**config.mk**
```make
export PLATFORM = sky130hd
export DESIGN_NAME = voice_slot_lru_allocator_top
export DESIGN_NICKNAME = d
export VERILOG_FILES = /design/src/vslru_pkg.sv /design/src/voice_slot_lru_allocator_top.sv
export SDC_FILE = /design/constraint.sdc
export NUM_CORES = 1
export LEC_CHECK = 0
export ABC_CLOCK_PERIOD_IN_PS = 6900
export BUFFER_PORTS_ARGS = -buffer_cell sky130_fd_sc_hd__buf_2
export CAP_MARGIN = 20
export CELL_PAD_IN_SITES_DETAIL_PLACEMENT = 1
export CELL_PAD_IN_SITES_GLOBAL_PLACEMENT = 1
export CORE_UTILIZATION = 54
export DETAILED_ROUTE_END_ITERATION = 6
export PLACE_DENSITY_LB_ADDON = 0.1
export SKIP_CTS_REPAIR_TIMING = 1
export SLEW_MARGIN = 15
export SYNTH_ARGS = -nofsm -noshare
export SYNTH_HDL_FRONTEND = slang
export SYNTH_SLANG_ARGS = --single-unit
```
**constraint.sdc**
```tcl
create_clock -name clock -period 6.9 [get_ports clock]
set_input_delay 1.035 -clock clock [delete_from_list [all_inputs] [get_ports clock]]
set_output_delay 1.035 -clock clock [all_outputs]
set_load 0.03 [all_outputs]
```
**src/vslru_pkg.sv**
```systemverilog
// ----------------------------------------------------------------------------
// Voice slot allocator package
// Shared types, transaction codes and sequencer states for the allocator.
// ----------------------------------------------------------------------------
package vslru_pkg;

   // Default size of the voice slot pool.
   localparam int NUM_SLOTS_DEFAULT = 16;

   // Request kinds carried in the kind field.
   localparam logic [1:0] KIND_START  = 2'd0;
   localparam logic [1:0] KIND_FINISH = 2'd1;
   localparam logic [1:0] KIND_STOP   = 2'd2;

   // Request transaction payload.
   typedef struct packed {
      logic [1:0] kind;
      logic [3:0] slot;
   } req_type;

   // Response transaction payload.
   typedef struct packed {
      logic       granted;
      logic [3:0] slot_out;
      logic       evicted;
   } rsp_type;

   // Sequencer states.
   typedef enum logic [3:0] {
      ST_IDLE,
      ST_FIND,
      ST_EV_RD,
      ST_EV_DATA,
      ST_SHIFT_CHK,
      ST_SHIFT_WR,
      ST_SEARCH_CHK,
      ST_SEARCH_CMP,
      ST_PUSH,
      ST_PUSH_WR,
      ST_DONE
   } state_type;

   // Where the sequencer goes after a list entry has been removed.
   typedef enum logic [1:0] {
      CONT_EVICT,
      CONT_SEARCH,
      CONT_DROP
   } cont_type;

endpackage

```
**src/voice_slot_lru_allocator_top.sv**
```systemverilog
// ----------------------------------------------------------------------------
// Voice slot allocator with least-recently-started eviction
// Grants voice slots from a fixed pool, frees finished voices and clears the
// pool on stop-all. The start-order list lives in a small memory that one
// sequencer walks entry by entry.
// ----------------------------------------------------------------------------
//
//   Channel   Direction   Handshake              Payload
//   req_      in          req_valid/req_ready    vslru_pkg::req_type {kind, slot}
//   rsp_      out         rsp_valid/rsp_ready    vslru_pkg::rsp_type
//                                                {granted, slot_out, evicted}
//
// A start with a free slot scans the occupancy marks and then appends to the order list;
// an eviction adds a list shift and a search over the order memory, one entry at a time.
// A finished event searches the list and shifts out its entry; stop-all, ignored
// finishes and unused kinds go straight to the response. One transaction is in work at a
// time; req_ready is high only while idle. Reset is synchronous; a stalled rsp_ready
// holds back only the next transaction's completion.

module voice_slot_lru_allocator_top #(
   parameter int NUM_SLOTS = vslru_pkg::NUM_SLOTS_DEFAULT
) (
   input  logic               clock,
   input  logic               reset,
   input  logic               req_valid,
   output logic               req_ready,
   input  vslru_pkg::req_type req_data,
   output logic               rsp_valid,
   input  logic               rsp_ready,
   output vslru_pkg::rsp_type rsp_data
);

   localparam int SLOT_W = (NUM_SLOTS > 1) ? $clog2(NUM_SLOTS) : 1;
   localparam int CNT_W  = $clog2(NUM_SLOTS + 1);

   // Sequencer and data path registers.
   vslru_pkg::state_type state_ff, state_in;
   vslru_pkg::cont_type  cont_ff, cont_in;
   vslru_pkg::req_type   req_ff, req_in;
   vslru_pkg::rsp_type   rsp_ff;
   logic                 rsp_valid_ff;
   logic [NUM_SLOTS-1:0] occupied_ff, occupied_in;
   logic [CNT_W-1:0]     count_ff, count_in;
   logic [CNT_W-1:0]     idx_ff, idx_in;
   logic [CNT_W-1:0]     pos_ff, pos_in;
   logic [SLOT_W-1:0]    pick_ff, pick_in;
   logic                 evict_ff, evict_in;

   // Order memory and its port controls.
   logic [SLOT_W-1:0]    order_ff [NUM_SLOTS];
   logic [SLOT_W-1:0]    rdata_ff;
   logic                 mem_we;
   logic [SLOT_W-1:0]    mem_waddr;
   logic [SLOT_W-1:0]    mem_wdata;
   logic [SLOT_W-1:0]    mem_raddr;

   // Helpers.
   logic [SLOT_W+3:0]    slot_ext;
   logic [SLOT_W-1:0]    slot_idx;
   logic                 slot_ok;
   logic [CNT_W:0]       pos_inc;
   logic [SLOT_W+3:0]    pick_ext;
   logic                 is_start;
   logic                 rsp_load;

   assign slot_ext  = {{SLOT_W{1'b0}}, req_data.slot};
   assign slot_idx  = slot_ext[SLOT_W-1:0];
   assign slot_ok   = int'(req_data.slot) < NUM_SLOTS;
   assign pos_inc   = {1'b0, pos_ff} + {{CNT_W{1'b0}}, 1'b1};
   assign pick_ext  = {4'b0000, pick_ff};
   assign is_start  = (req_ff.kind == vslru_pkg::KIND_START);

   assign req_ready = (state_ff == vslru_pkg::ST_IDLE);
   assign rsp_valid = rsp_valid_ff;
   assign rsp_data  = rsp_ff;

   // State register.
   always_ff @(posedge clock) begin
      if (reset) begin
         state_ff    <= vslru_pkg::ST_IDLE;
         occupied_ff <= '0;
         count_ff    <= '0;
      end else begin
         state_ff    <= state_in;
         occupied_ff <= occupied_in;
         count_ff    <= count_in;
      end
   end

   // Working registers that need no reset.
   always_ff @(posedge clock) begin
      cont_ff  <= cont_in;
      req_ff   <= req_in;
      idx_ff   <= idx_in;
      pos_ff   <= pos_in;
      pick_ff  <= pick_in;
      evict_ff <= evict_in;
   end

   // Start-order memory: one write and one registered read per cycle.
   always_ff @(posedge clock) begin
      if (mem_we) begin
         order_ff[mem_waddr] <= mem_wdata;
      end
      rdata_ff <= order_ff[mem_raddr];
   end

   // Response output register.
   always_ff @(posedge clock) begin
      if (reset) begin
         rsp_valid_ff <= 1'b0;
      end else if (rsp_load) begin
         rsp_valid_ff <= 1'b1;
      end else if (rsp_ready) begin
         rsp_valid_ff <= 1'b0;
      end
   end

   always_ff @(posedge clock) begin
      if (rsp_load) begin
         rsp_ff.granted  <= is_start;
         rsp_ff.slot_out <= is_start ? pick_ext[3:0] : req_ff.slot;
         rsp_ff.evicted  <= evict_ff;
      end
   end

   // Sequencer: next state, list walk and memory port control.
   always_comb begin
      state_in    = state_ff;
      cont_in     = cont_ff;
      req_in      = req_ff;
      occupied_in = occupied_ff;
      count_in    = count_ff;
      idx_in      = idx_ff;
      pos_in      = pos_ff;
      pick_in     = pick_ff;
      evict_in    = evict_ff;
      mem_we      = 1'b0;
      mem_waddr   = pos_ff[SLOT_W-1:0];
      mem_wdata   = rdata_ff;
      mem_raddr   = '0;
      rsp_load    = 1'b0;

      unique case (state_ff)
         vslru_pkg::ST_IDLE: begin
            if (req_valid) begin
               req_in   = req_data;
               evict_in = 1'b0;
               idx_in   = '0;
               case (req_data.kind)
                  vslru_pkg::KIND_START: begin
                     state_in = vslru_pkg::ST_FIND;
                  end
                  vslru_pkg::KIND_FINISH: begin
                     if (slot_ok && occupied_ff[slot_idx]) begin
                        occupied_in[slot_idx] = 1'b0;
                        pick_in  = slot_idx;
                        cont_in  = vslru_pkg::CONT_SEARCH;
                        state_in = vslru_pkg::ST_SEARCH_CHK;
                     end else begin
                        state_in = vslru_pkg::ST_DONE;
                     end
                  end
                  vslru_pkg::KIND_STOP: begin
                     occupied_in = '0;
                     count_in    = '0;
                     state_in    = vslru_pkg::ST_DONE;
                  end
                  default: begin
                     state_in = vslru_pkg::ST_DONE;
                  end
               endcase
            end
         end

         // Scan the occupancy marks for the lowest free slot.
         vslru_pkg::ST_FIND: begin
            if (!occupied_ff[idx_ff[SLOT_W-1:0]]) begin
               pick_in  = idx_ff[SLOT_W-1:0];
               state_in = vslru_pkg::ST_PUSH;
            end else if (idx_ff == CNT_W'(NUM_SLOTS - 1)) begin
               evict_in = 1'b1;
               if (count_ff == '0) begin
                  // Full pool with an empty list: fall back to slot zero.
                  pick_in  = '0;
                  idx_in   = '0;
                  cont_in  = vslru_pkg::CONT_SEARCH;
                  state_in = vslru_pkg::ST_SEARCH_CHK;
               end else begin
                  state_in = vslru_pkg::ST_EV_RD;
               end
            end else begin
               idx_in = idx_ff + CNT_W'(1);
            end
         end

         // Fetch the oldest entry of the list.
         vslru_pkg::ST_EV_RD: begin
            mem_raddr = '0;
            state_in  = vslru_pkg::ST_EV_DATA;
         end

         vslru_pkg::ST_EV_DATA: begin
            pick_in  = rdata_ff;
            pos_in   = '0;
            cont_in  = vslru_pkg::CONT_EVICT;
            state_in = vslru_pkg::ST_SHIFT_CHK;
         end

         // Close the gap at pos by moving later entries down one place.
         vslru_pkg::ST_SHIFT_CHK: begin
            if (pos_inc < {1'b0, count_ff}) begin
               mem_raddr = pos_inc[SLOT_W-1:0];
               state_in  = vslru_pkg::ST_SHIFT_WR;
            end else begin
               count_in = count_ff - CNT_W'(1);
               case (cont_ff)
                  vslru_pkg::CONT_EVICT: begin
                     idx_in   = '0;
                     cont_in  = vslru_pkg::CONT_SEARCH;
                     state_in = vslru_pkg::ST_SEARCH_CHK;
                  end
                  vslru_pkg::CONT_DROP: begin
                     state_in = vslru_pkg::ST_PUSH_WR;
                  end
                  default: begin
                     state_in = is_start ? vslru_pkg::ST_PUSH : vslru_pkg::ST_DONE;
                  end
               endcase
            end
         end

         vslru_pkg::ST_SHIFT_WR: begin
            mem_we    = 1'b1;
            mem_waddr = pos_ff[SLOT_W-1:0];
            mem_wdata = rdata_ff;
            pos_in    = pos_inc[CNT_W-1:0];
            state_in  = vslru_pkg::ST_SHIFT_CHK;
         end

         // Search the list for the first entry that holds pick.
         vslru_pkg::ST_SEARCH_CHK: begin
            if (idx_ff < count_ff) begin
               mem_raddr = idx_ff[SLOT_W-1:0];
               state_in  = vslru_pkg::ST_SEARCH_CMP;
            end else begin
               state_in = is_start ? vslru_pkg::ST_PUSH : vslru_pkg::ST_DONE;
            end
         end

         vslru_pkg::ST_SEARCH_CMP: begin
            if (rdata_ff == pick_ff) begin
               pos_in   = idx_ff;
               cont_in  = vslru_pkg::CONT_SEARCH;
               state_in = vslru_pkg::ST_SHIFT_CHK;
            end else begin
               idx_in   = idx_ff + CNT_W'(1);
               state_in = vslru_pkg::ST_SEARCH_CHK;
            end
         end

         // Append pick as newest; a full list drops its oldest entry first.
         vslru_pkg::ST_PUSH: begin
            if (int'(count_ff) >= NUM_SLOTS) begin
               pos_in   = '0;
               cont_in  = vslru_pkg::CONT_DROP;
               state_in = vslru_pkg::ST_SHIFT_CHK;
            end else begin
               state_in = vslru_pkg::ST_PUSH_WR;
            end
         end

         vslru_pkg::ST_PUSH_WR: begin
            mem_we               = 1'b1;
            mem_waddr            = count_ff[SLOT_W-1:0];
            mem_wdata            = pick_ff;
            count_in             = count_ff + CNT_W'(1);
            occupied_in[pick_ff] = 1'b1;
            state_in             = vslru_pkg::ST_DONE;
         end

         // Hand the result to the output register once it is free.
         vslru_pkg::ST_DONE: begin
            if (!rsp_valid_ff || rsp_ready) begin
               rsp_load = 1'b1;
               state_in = vslru_pkg::ST_IDLE;
            end
         end

         default: begin
            state_in = vslru_pkg::ST_IDLE;
         end
      endcase
   end

`ifndef SYNTHESIS
   // The list never holds more entries than the pool has slots.
   a_count_bound: assert property (@(posedge clock) disable iff (reset)
      int'(count_ff) <= NUM_SLOTS)
      else $error("order list count exceeds pool size");

   // Between transactions the list holds as many entries as there are occupied slots.
   a_count_matches: assert property (@(posedge clock) disable iff (reset)
      (state_ff == vslru_pkg::ST_IDLE) |-> ($countones(occupied_ff) == int'(count_ff)))
      else $error("occupied slots and list count disagree");

   // An accepted transaction keeps the request side closed on the next cycle.
   a_busy_after_accept: assert property (@(posedge clock) disable iff (reset)
      (req_valid && req_ready) |=> !req_ready)
      else $error("request accepted while sequencer busy");

   // An eviction is only ever reported on a grant.
   a_evict_granted: assert property (@(posedge clock) disable iff (reset)
      (rsp_valid && rsp_data.evicted) |-> rsp_data.granted)
      else $error("eviction reported without a grant");
`endif

endmodule
```
==> impl_metrics.toml, run 1 <==
[worst_setup_path]
cp_num_cells = 11
crit_family = "compound AO/OA/AOI/OAI gates"
crit_buf_inv = 1
crit_chain = "ha_1, xnor2_1, inv_1, ha_1, o21ai_0, o21ai_0, a211o_1, o21a_1, o211ai_1, o211ai_1, nand4_1"
arrival_ns = 4.00
startpoint_type = "flip-flop"
crit_required_ns = 7.21
r2r_start = "pos_ff[0]"
rrSetupSlack_ns = 3.21
crit_path_top_delay_cell = "o21a_1"
max_stage_delay_ns = 0.72
critPathMaxFanout = 24
r2r-end = "rdata_ff[2]"
worstSetupEndpointType = "flip-flop"
reg2regPathDepth = 11
path_class = "flip-flop to flip-flop"

[layout]
nFillCells = 1228
syn_to_final_growth_pct = 10.6
layout.nets = 642
diodes = 0
regArea_sq_mm = 0.00339
layout-drive-gt1-share_pct = 13.8
multi_input_area_sq_mm = 0.00288

[drt]
firstDrtPassIters = 5
routedWlPerCell_um = 24.7
dr_total_vias = 5212
vias_per_cell = 6.75
drc = 0
wirelength_mm = 19.0
final_antenna_net_count = 0
drt_iter0_markers = 487

[yosys]
ys_types = 59
ys_ff_latch = 123
syn_area_sq_mm = 0.00658
synth_edf_count = 93
synth_area_leader_cell = "edfxtp_1"
synth_common_cells = "edfxtp_1 (93), nor2_1 (65), o211ai_1 (58)"
synth_area_per_cell_sq_um = 10.7
syn_nets = 641
synth_top_area_share_pct = 42.5
synth-seq-area-share_pct = 51.6
ys.flop_type = "edfxtp_1"
yosys_warnings = 0
async_flop_share_pct = 0
synth_cells = 615
synth.area.top_cells = "edfxtp_1 (42%), dfxtp_1 (9.1%), o211ai_1 (6.6%)"
yosysMostFrequentCell = "edfxtp_1"

[pwr]
power.total_mw = 2.72
pwr_density_cell_mw_per_mm2 = 373
ir_drop_v = 0.000224
p_leak_nw = 2.49

[clock_network]
clk_pin_slew_ns = 0.06
cts.sinks = 123
cts_root_buf = "clkbuf_16"
cts_tree = "done"
clockBufferDepth = 2
cts_buffers = 17
clk_latency_ns = 0.44
cts_htree_levels = 4

[sta]
finalMaxSlewViolations = 0
final-setup-viol-count = 0
tightest_slew_ns = 1.04
fmax_mhz = 271
finalHoldViolations = 0
rsz0062_at_grt = "no"
setup_slack_ns = 3.21
finalSetupTns_ns = 0
relSlewSlack_pct = 30.6
period_needed_ns = 3.69
fin_crit_sh_pct = 53.5
skew_ns = 0.0120

[run_status]
status = "finished clean"

[placed_design]
dp_hpwl_mm = 12.8
portBuffers = 17
preCtsSetupSlack_ns = 3.31
gp_congestion = 0.883

[floorplanning]
num_rows = 39
chipHeight_um = 112
io_pins = 18
initial_core_util_pct = 56.4
die-area_sq_mm = 0.0126
core-area_sq_mm = 0.0117
die_w_um = 112

[hold_path]
hp-start = "evict_ff"
hold_depth = 0
min_path_type = "flip-flop to flip-flop"
whs_endpoint = "rsp_data[0]"

[flow_run]
drv_cap = 0

[global_routing]
grt_max_degree = 33
track_usage_pct = 32.6
grt-ovfl-total = 0
antenna_found_initial = 0
grt_pass1_wl_mm = 30.6
grt_pass1_vias = 5447
[metal layers]
| metal | up-vias | global-route usage [%] | part of all wire, % |
|---|---|---|---|
| met4 | 0 | 13.1 | 2.3 |
| li1 | 2345 | - | - |
| met1 | 2639 | 43.3 | 43 |
| met2 | 189 | 52.9 | 49 |
| met5 | - | 0 | 0 |
| met3 | 39 | 6.10 | 5.4 |
[worst max-delay path by stage]
stage,startpoint,end,slack (ns)
floorplan,pos_ff[1],idx_ff[0],3.28
global placement,pos_ff[0],idx_ff[0],3.40
detailed placement,pos_ff[0],rdata_ff[2],3.31
CTS,pos_ff[0],rdata_ff[2],3.27
global route,pos_ff[0],rdata_ff[1],2.87
finish,pos_ff[0],rdata_ff[2],3.21
[placed cells by master (no fill, tap or decap), drive strengths merged, types with 2 or more instances in the layout]
master,count
nor4,2
nand2,43
or4,2
or3,5
dfxtp,30
nor4b,3
bufinv,2
o211ai,58
a21o,5
nor2b,9
inv,38
clkbuf,18
buf,21
nand4,5
clkinv,8
a211oi,21
o22ai,2
o41ai,2
mux4,10
and3,2
mux2,20
o311ai,8
a21oi,42
a31oi,10
nor3,10
clkinvlp,2
nand2b,8
nor3b,6
o21a,5
ha,15
nor2,65
or2,3
mux2i,2
o32ai,2
edfxtp,93
xnor2,3
nand3,9
xor2,7
o21ai,17
[cells by family after synthesis]
family                   share of synthesized area [%]
AO/OA/AOI/OAI                                     18.9
XOR/XNOR                                          1.33
adder cells (fa/ha/maj)                           3.16
buffers and inverters                             4.72
flip-flops                                        51.6
multiplexers                                      7.38
AND/OR/NAND/NOR                                   12.9
[worst register-to-register path: stages (launching register included)]
cell	delay [ns]
edfxtp_1	0.52
ha_1	0.29
xnor2_1	0.23
inv_1	0.12
ha_1	0.29
o21ai_0	0.07
o21ai_0	0.35
a211o_1	0.42
o21a_1	0.73
o211ai_1	0.25
o211ai_1	0.19
nand4_1	0.12
[area by class of cell]
type | count | area share, %
sequential | 123 | 46.7
multi-input combinational | 417 | 39.5
clock buffer | 18 | 5.90
tap | 143 | 2.46
clock inverter | 14 | 2.00
inverter | 36 | 1.86
timing repair buffer | 21 | 1.58
[flip-flops by register name, summed over array words and instances, names as in the netlist]
name         cells
idx_ff           5
pick_ff          4
count_ff         5
occupied_ff     16
req_ff           6
rsp_valid        1
pos_ff           5
rdata_ff         4
order_ff        64
cont_ff          2
rsp_data         6
state_ff         4
evict_ff         1
[stage by stage]
stage | utilization [%] | cell area, sq um | hold slack (ns) | cells
floorplan | - | 6580 | 0.400 | 615
global placement | 57.3 | 6690 | 0.407 | 739
detailed placement | 57.3 | 6690 | 0.410 | 739
CTS | 62.3 | 7260 | 0.430 | 771
global route | 62.4 | 7270 | 0.443 | 772
finish | 62.4 | 7270 | 0.425 | 772
[where the power goes]
part,total [mW],switching [mW],internal [mW]
logic,0.758,0.503,0.255
registers,1.08,0.154,0.925
clock network,0.879,0.348,0.531
total,2.72,1.01,1.71
No activity file was read; power rests on OpenSTA's default activity.
==> inputs of run 2 (changes only) <==
--- a/config.mk
+++ b/config.mk
@@ -5,12 +5,12 @@
 export SDC_FILE = /design/constraint.sdc
 export NUM_CORES = 1
 export LEC_CHECK = 0
-export ABC_CLOCK_PERIOD_IN_PS = 6900
+export ABC_CLOCK_PERIOD_IN_PS = 3450
 export BUFFER_PORTS_ARGS = -buffer_cell sky130_fd_sc_hd__buf_2
 export CAP_MARGIN = 20
 export CELL_PAD_IN_SITES_DETAIL_PLACEMENT = 1
 export CELL_PAD_IN_SITES_GLOBAL_PLACEMENT = 1
-export CORE_UTILIZATION = 54
+export CORE_UTILIZATION = 50
 export DETAILED_ROUTE_END_ITERATION = 6
 export PLACE_DENSITY_LB_ADDON = 0.1
 export SKIP_CTS_REPAIR_TIMING = 1
==> constraint.sdc (replaced) <==
create_clock -name clock -period 3.45 [get_ports clock]
set_input_delay 0.5175 -clock clock [delete_from_list [all_inputs] [get_ports clock]]
set_output_delay 0.5175 -clock clock [all_outputs]
set_load 0.03 [all_outputs]
==> impl_metrics.toml, run 2 (same netlist as run 1, synthesis figures left out) <==
[drt]
wirelength_mm = 20.3
drt_iter0_markers = 365
dr_total_vias = 5328
drc = 0
final_antenna_net_count = 0
routedWlPerCell_um = 24.5
vias_per_cell = 6.43
firstDrtPassIters = 5

[layout]
largest_register_ff_count = 64
final_cell_mix = "edfxtp_1 (93), nor2_1 (64), o211ai_1 (58), nand2_1 (43), a21oi_1 (42)"
layout.nets = 670
layout-drive-gt1-share_pct = 18.3
reg.largest.list = "order_ff x64, occupied_ff x16"
diodes = 0
fin_util_pct = 59.7
design_area_sq_mm = 0.00759
nFillCells = 1402
top_register = "order_ff"
syn_to_final_growth_pct = 15.5
multi_input_area_sq_mm = 0.00291
final_common_cell = "edfxtp_1"
fin_cells = 829
regArea_sq_mm = 0.00339

[clock_network]
clockBufferDepth = 2
cts_tree = "done"
clk_pin_slew_ns = 0.06
cts_root_buf = "clkbuf_16"
cts_htree_levels = 4
clk_latency_ns = 0.43
cts.sinks = 123
cts_buffers = 17

[sta]
finalMaxSlewViolations = 0
skew_ns = 0.00989
fmax_mhz = 299
period_needed_ns = 3.35
finalHoldViolations = 0
final-setup-viol-count = 0
setup_slack_ns = 0.104
relSlewSlack_pct = 36.8
fin_crit_sh_pct = 97.0
tightest_slew_ns = 0.935
whs_ns = 0.314

[worst_setup_path]
crit_buf_inv = 2
r2r-end = "rdata_ff[2]"
crit_path_end = "rdata_ff[2]"
startpoint_type = "flip-flop"
reg2regPathDepth = 12
cp-startpoint = "pos_ff[0]"
crit_family = "compound AO/OA/AOI/OAI gates"
worstSetupEndpointType = "flip-flop"
cp_num_cells = 12
crit_path_top_delay_cell = "edfxtp_1"
crit_required_ns = 3.72
max_stage_delay_ns = 0.48
path_class = "flip-flop to flip-flop"
arrival_ns = 3.62
r2r_start = "pos_ff[0]"
critPathMaxFanout = 8
crit_chain = "ha_1, xnor2_2, inv_1, ha_1, o21ai_0, o21ai_0, buf_4, a211o_1, o21ai_4, mux2_2, o211ai_1, nand4_1"
rrSetupSlack_ns = 0.10

[floorplanning]
die_w_um = 117
num_rows = 41
io_pins = 18
die-area_sq_mm = 0.0136
core-area_sq_mm = 0.0127
chipHeight_um = 117
initial_core_util_pct = 51.7

[run_status]
status = "finished clean"

[pwr]
ir_drop_v = 0.000428
pwr_density_cell_mw_per_mm2 = 752
p_leak_nw = 2.65

[global_routing]
grt_pass1_vias = 5441
track_usage_pct = 31.3
antenna_found_initial = 0
grt-ovfl-total = 0
grt_pass1_wl_mm = 30.6
grt_max_degree = 27

[flow_run]
drv_cap = 0

[placed_design]
dp_hpwl_mm = 13.6
post_dp_cell_area_sq_mm = 0.00688
gp_congestion = 0.893
portBuffers = 17
dp_cells = 789
preCtsSetupSlack_ns = 0.110

[hold_path]
hold_depth = 1
min_path_type = "input port to flip-flop"
## run 2: routing by layer
layer  share of wire [%]  GRT usage, %  up-vias
met5                   0             0        -
met4                 1.9          10.2        0
met3                 5.7          8.15       39
met2                  50          52.0      174
met1                  43          40.0     2718
li1                    -             -     2397
## run 2: per-stage QoR
step / setup TNS, ns / total power [mW]
4_1_cts: -0.162 / 5.63
3_5_place_dp: 0 / 3.74
5_1_grt: -0.0289 / 5.95
3_3_place_gp: 0 / 3.66
6_report: 0 / 5.71
2_1_floorplan: 0 / 3.14
## run 2: worst reg2reg max path, delay by kind of cell (launching register included)
family          cells  cell delay (ns)
compound gates      5             1.04
fa+ha+maj           2             0.60
flops               1             0.48
mux                 1             0.38
buf+inv             2             0.29
xor+xnor            1             0.21
simple gates        1             0.20
## run 2: final cells by class
type,count,share of cell area [%]
Inverter,36,1.78
Clock inverter,15,2.46
Timing Repair Buffer,49,4.33
Multi-Input combinational cell,417,38.3
Clock buffer,17,5.60
Tap cell,172,2.83
Sequential cell,123,44.7
## run 2: worst min path at each step
| stage | to | startpoint |
|---|---|---|
| floorplan | rsp_data[0] | evict_ff |
| global placement | rsp_data[0] | evict_ff |
| detailed placement | rsp_data[0] | evict_ff |
| CTS | req_ff[4] | req_data[4] |
| global route | req_ff[4] | req_data[4] |
| finish | req_ff[4] | req_data[4] |
## run 2: power by group
group	switching, mW	internal [mW]	total [mW]	leakage (nW)
Combinational	1.13	0.610	1.74	1.26
Sequential	0.251	1.85	2.10	1.09
Clock	0.719	1.15	1.87	0.296
==> inputs of run 3 (changes only) <==
--- a/config.mk
+++ b/config.mk
@@ -10,7 +10,7 @@
 export CAP_MARGIN = 20
 export CELL_PAD_IN_SITES_DETAIL_PLACEMENT = 1
 export CELL_PAD_IN_SITES_GLOBAL_PLACEMENT = 1
-export CORE_UTILIZATION = 50
+export CORE_UTILIZATION = 45
 export DETAILED_ROUTE_END_ITERATION = 6
 export PLACE_DENSITY_LB_ADDON = 0.1
 export SKIP_CTS_REPAIR_TIMING = 1
==> impl_metrics.toml, run 3 (same netlist as run 1, synthesis figures left out) <==
[worst_setup_path]
path_class = "flip-flop to flip-flop"
crit_path_top_delay_cell = "edfxtp_1"
crit_required_ns = 3.60
arrival_ns = 3.34
critPathMaxFanout = 5
worstSetupEndpointType = "flip-flop"
max_stage_delay_ns = 0.45
crit_path_frequent_cell = "ha_1"
startpoint_type = "flip-flop"
crit_chain = "ha_1, xnor2_2, inv_1, ha_1, o21ai_0, o21ai_1, a21o_1, a21oi_1, or3_1, a2111oi_1, buf_4"

[layout]
final_common_cell = "edfxtp_1"
diodes = 0
layout.nets = 663
syn_to_final_growth_pct = 14.1
regArea_sq_mm = 0.00339
top_register = "order_ff"
fin_util_pct = 53.4
largest_register_ff_count = 64
multi_input_area_sq_mm = 0.00289
final_cell_mix = "edfxtp_1 (93), nor2_1 (64), o211ai_1 (58), nand2_1 (43), a21oi_1 (42)"
reg.largest.list = "order_ff x64, occupied_ff x16"
nFillCells = 1529
layout-drive-gt1-share_pct = 17.2

[sta]
fin_crit_sh_pct = 92.3
fmax_mhz = 314
rsz0062_at_grt = "no"
finalSetupTns_ns = 0
tightest_slew_ns = 1.02
skew_ns = 0.0115
relSlewSlack_pct = 30.9
final-setup-viol-count = 0
whs_ns = 0.322
finalMaxSlewViolations = 0
finalHoldViolations = 0
period_needed_ns = 3.18

[drt]
firstDrtPassIters = 5
dr_total_vias = 5164
routedWlPerCell_um = 23.4
final_antenna_net_count = 0
vias_per_cell = 6.22
drc = 0
drt_iter0_markers = 356
wirelength_mm = 19.4

[hold_path]
min_path_type = "input port to flip-flop"

[clock_network]
clockBufferDepth = 2
cts_buffers = 17
cts_tree = "done"
clk_pin_slew_ns = 0.06
cts.sinks = 123
clk_latency_ns = 0.44
cts_root_buf = "clkbuf_16"
cts_htree_levels = 4

[placed_design]
portBuffers = 17
gp_congestion = 0.880
dp_hpwl_mm = 13.8

[floorplanning]
initial_core_util_pct = 46.8
die-area_sq_mm = 0.0151
chipHeight_um = 123
io_pins = 18
num_rows = 43
core-area_sq_mm = 0.0140
die_w_um = 123

[run_status]
status = "finished clean"

[global_routing]
antenna_found_initial = 0
track_usage_pct = 28.2
grt_pass1_vias = 5492
grt-ovfl-total = 0
grt_pass1_wl_mm = 30.8
grt_max_degree = 27

[pwr]
p_switching_mw = 2.08
pwr-share-seq_pct = 37.3
p_leak_nw = 2.60
ir_drop_v = 0.000389
p_comb_share_pct = 30.6
pwr_density_cell_mw_per_mm2 = 747
p_sw_share_pct = 37.2
p_int_mw = 3.52
clockPowerShare_pct = 32.2

[flow_run]
drv_cap = 0
-- run 3: changes by cell type in the layout (fill, tap and decap cells not counted), sizes merged --
cell / delta
buf: -7
bufinv: -1
clkinvlp: +1
-- run 3: layout make-up --
class                   count  area share [%]
clock buffers              17            5.67
multi-input cells         417            38.5
clock inverters            15            2.15
inverters                  36            1.80
flip-flops and latches    123            45.2
repair buffers             42            3.64
well taps                 180            3.00
-- run 3: worst paths after layout --
check | from | to | slack, ns | cells past startpoint
max reg2reg | pos_ff[0] | idx_ff[4] | 0.27 | 11
min | req_data[4] | req_ff[4] | 0.32 | 1
min reg2reg | evict_ff | rsp_data[0] | 0.45 | 0
max | pos_ff[0] | idx_ff[4] | 0.27 | 11
-- run 3: per-stage QoR --
step	cells	cell area, sq um	power [mW]	worst slack (ns)
finish	830	7500	5.60	0.267
global route	830	7500	5.85	0.0294
global placement	797	6890	3.68	0.317
detailed placement	797	6890	3.77	0.179
floorplan	615	6580	3.14	0.0431
CTS	829	7480	5.59	0.0763
-- run 3: critical path, delay by kind of cell (launching register included) --
family,cells,cell delay [ns]
DFF,1,0.45
xor gates and xnor gates,1,0.19
buffers and inverters,2,0.34
adders and majority gates,2,0.60
AOI/OAI and AO/OA,5,0.90
and+or+nand+nor,1,0.41
-- run 3: routing by layer --
layer	track usage [%]	up-vias	wire length [um]
met5	0	-	0
met4	11.7	0	519
met3	7.67	48	1020
met2	45.5	137	9100
met1	35.5	2594	8800
li1	-	2385	-
-- run 3: power groups by stage --
stage / registers (mW) / clock network (mW) / logic, mW
after floorplan: 1.98 / 0 / 1.16
after global placement: 2.10 / 0 / 1.58
after detailed placement: 2.11 / 0 / 1.65
after CTS: 2.09 / 1.82 / 1.68
after global routing: 2.11 / 1.88 / 1.87
final: 2.09 / 1.80 / 1.71
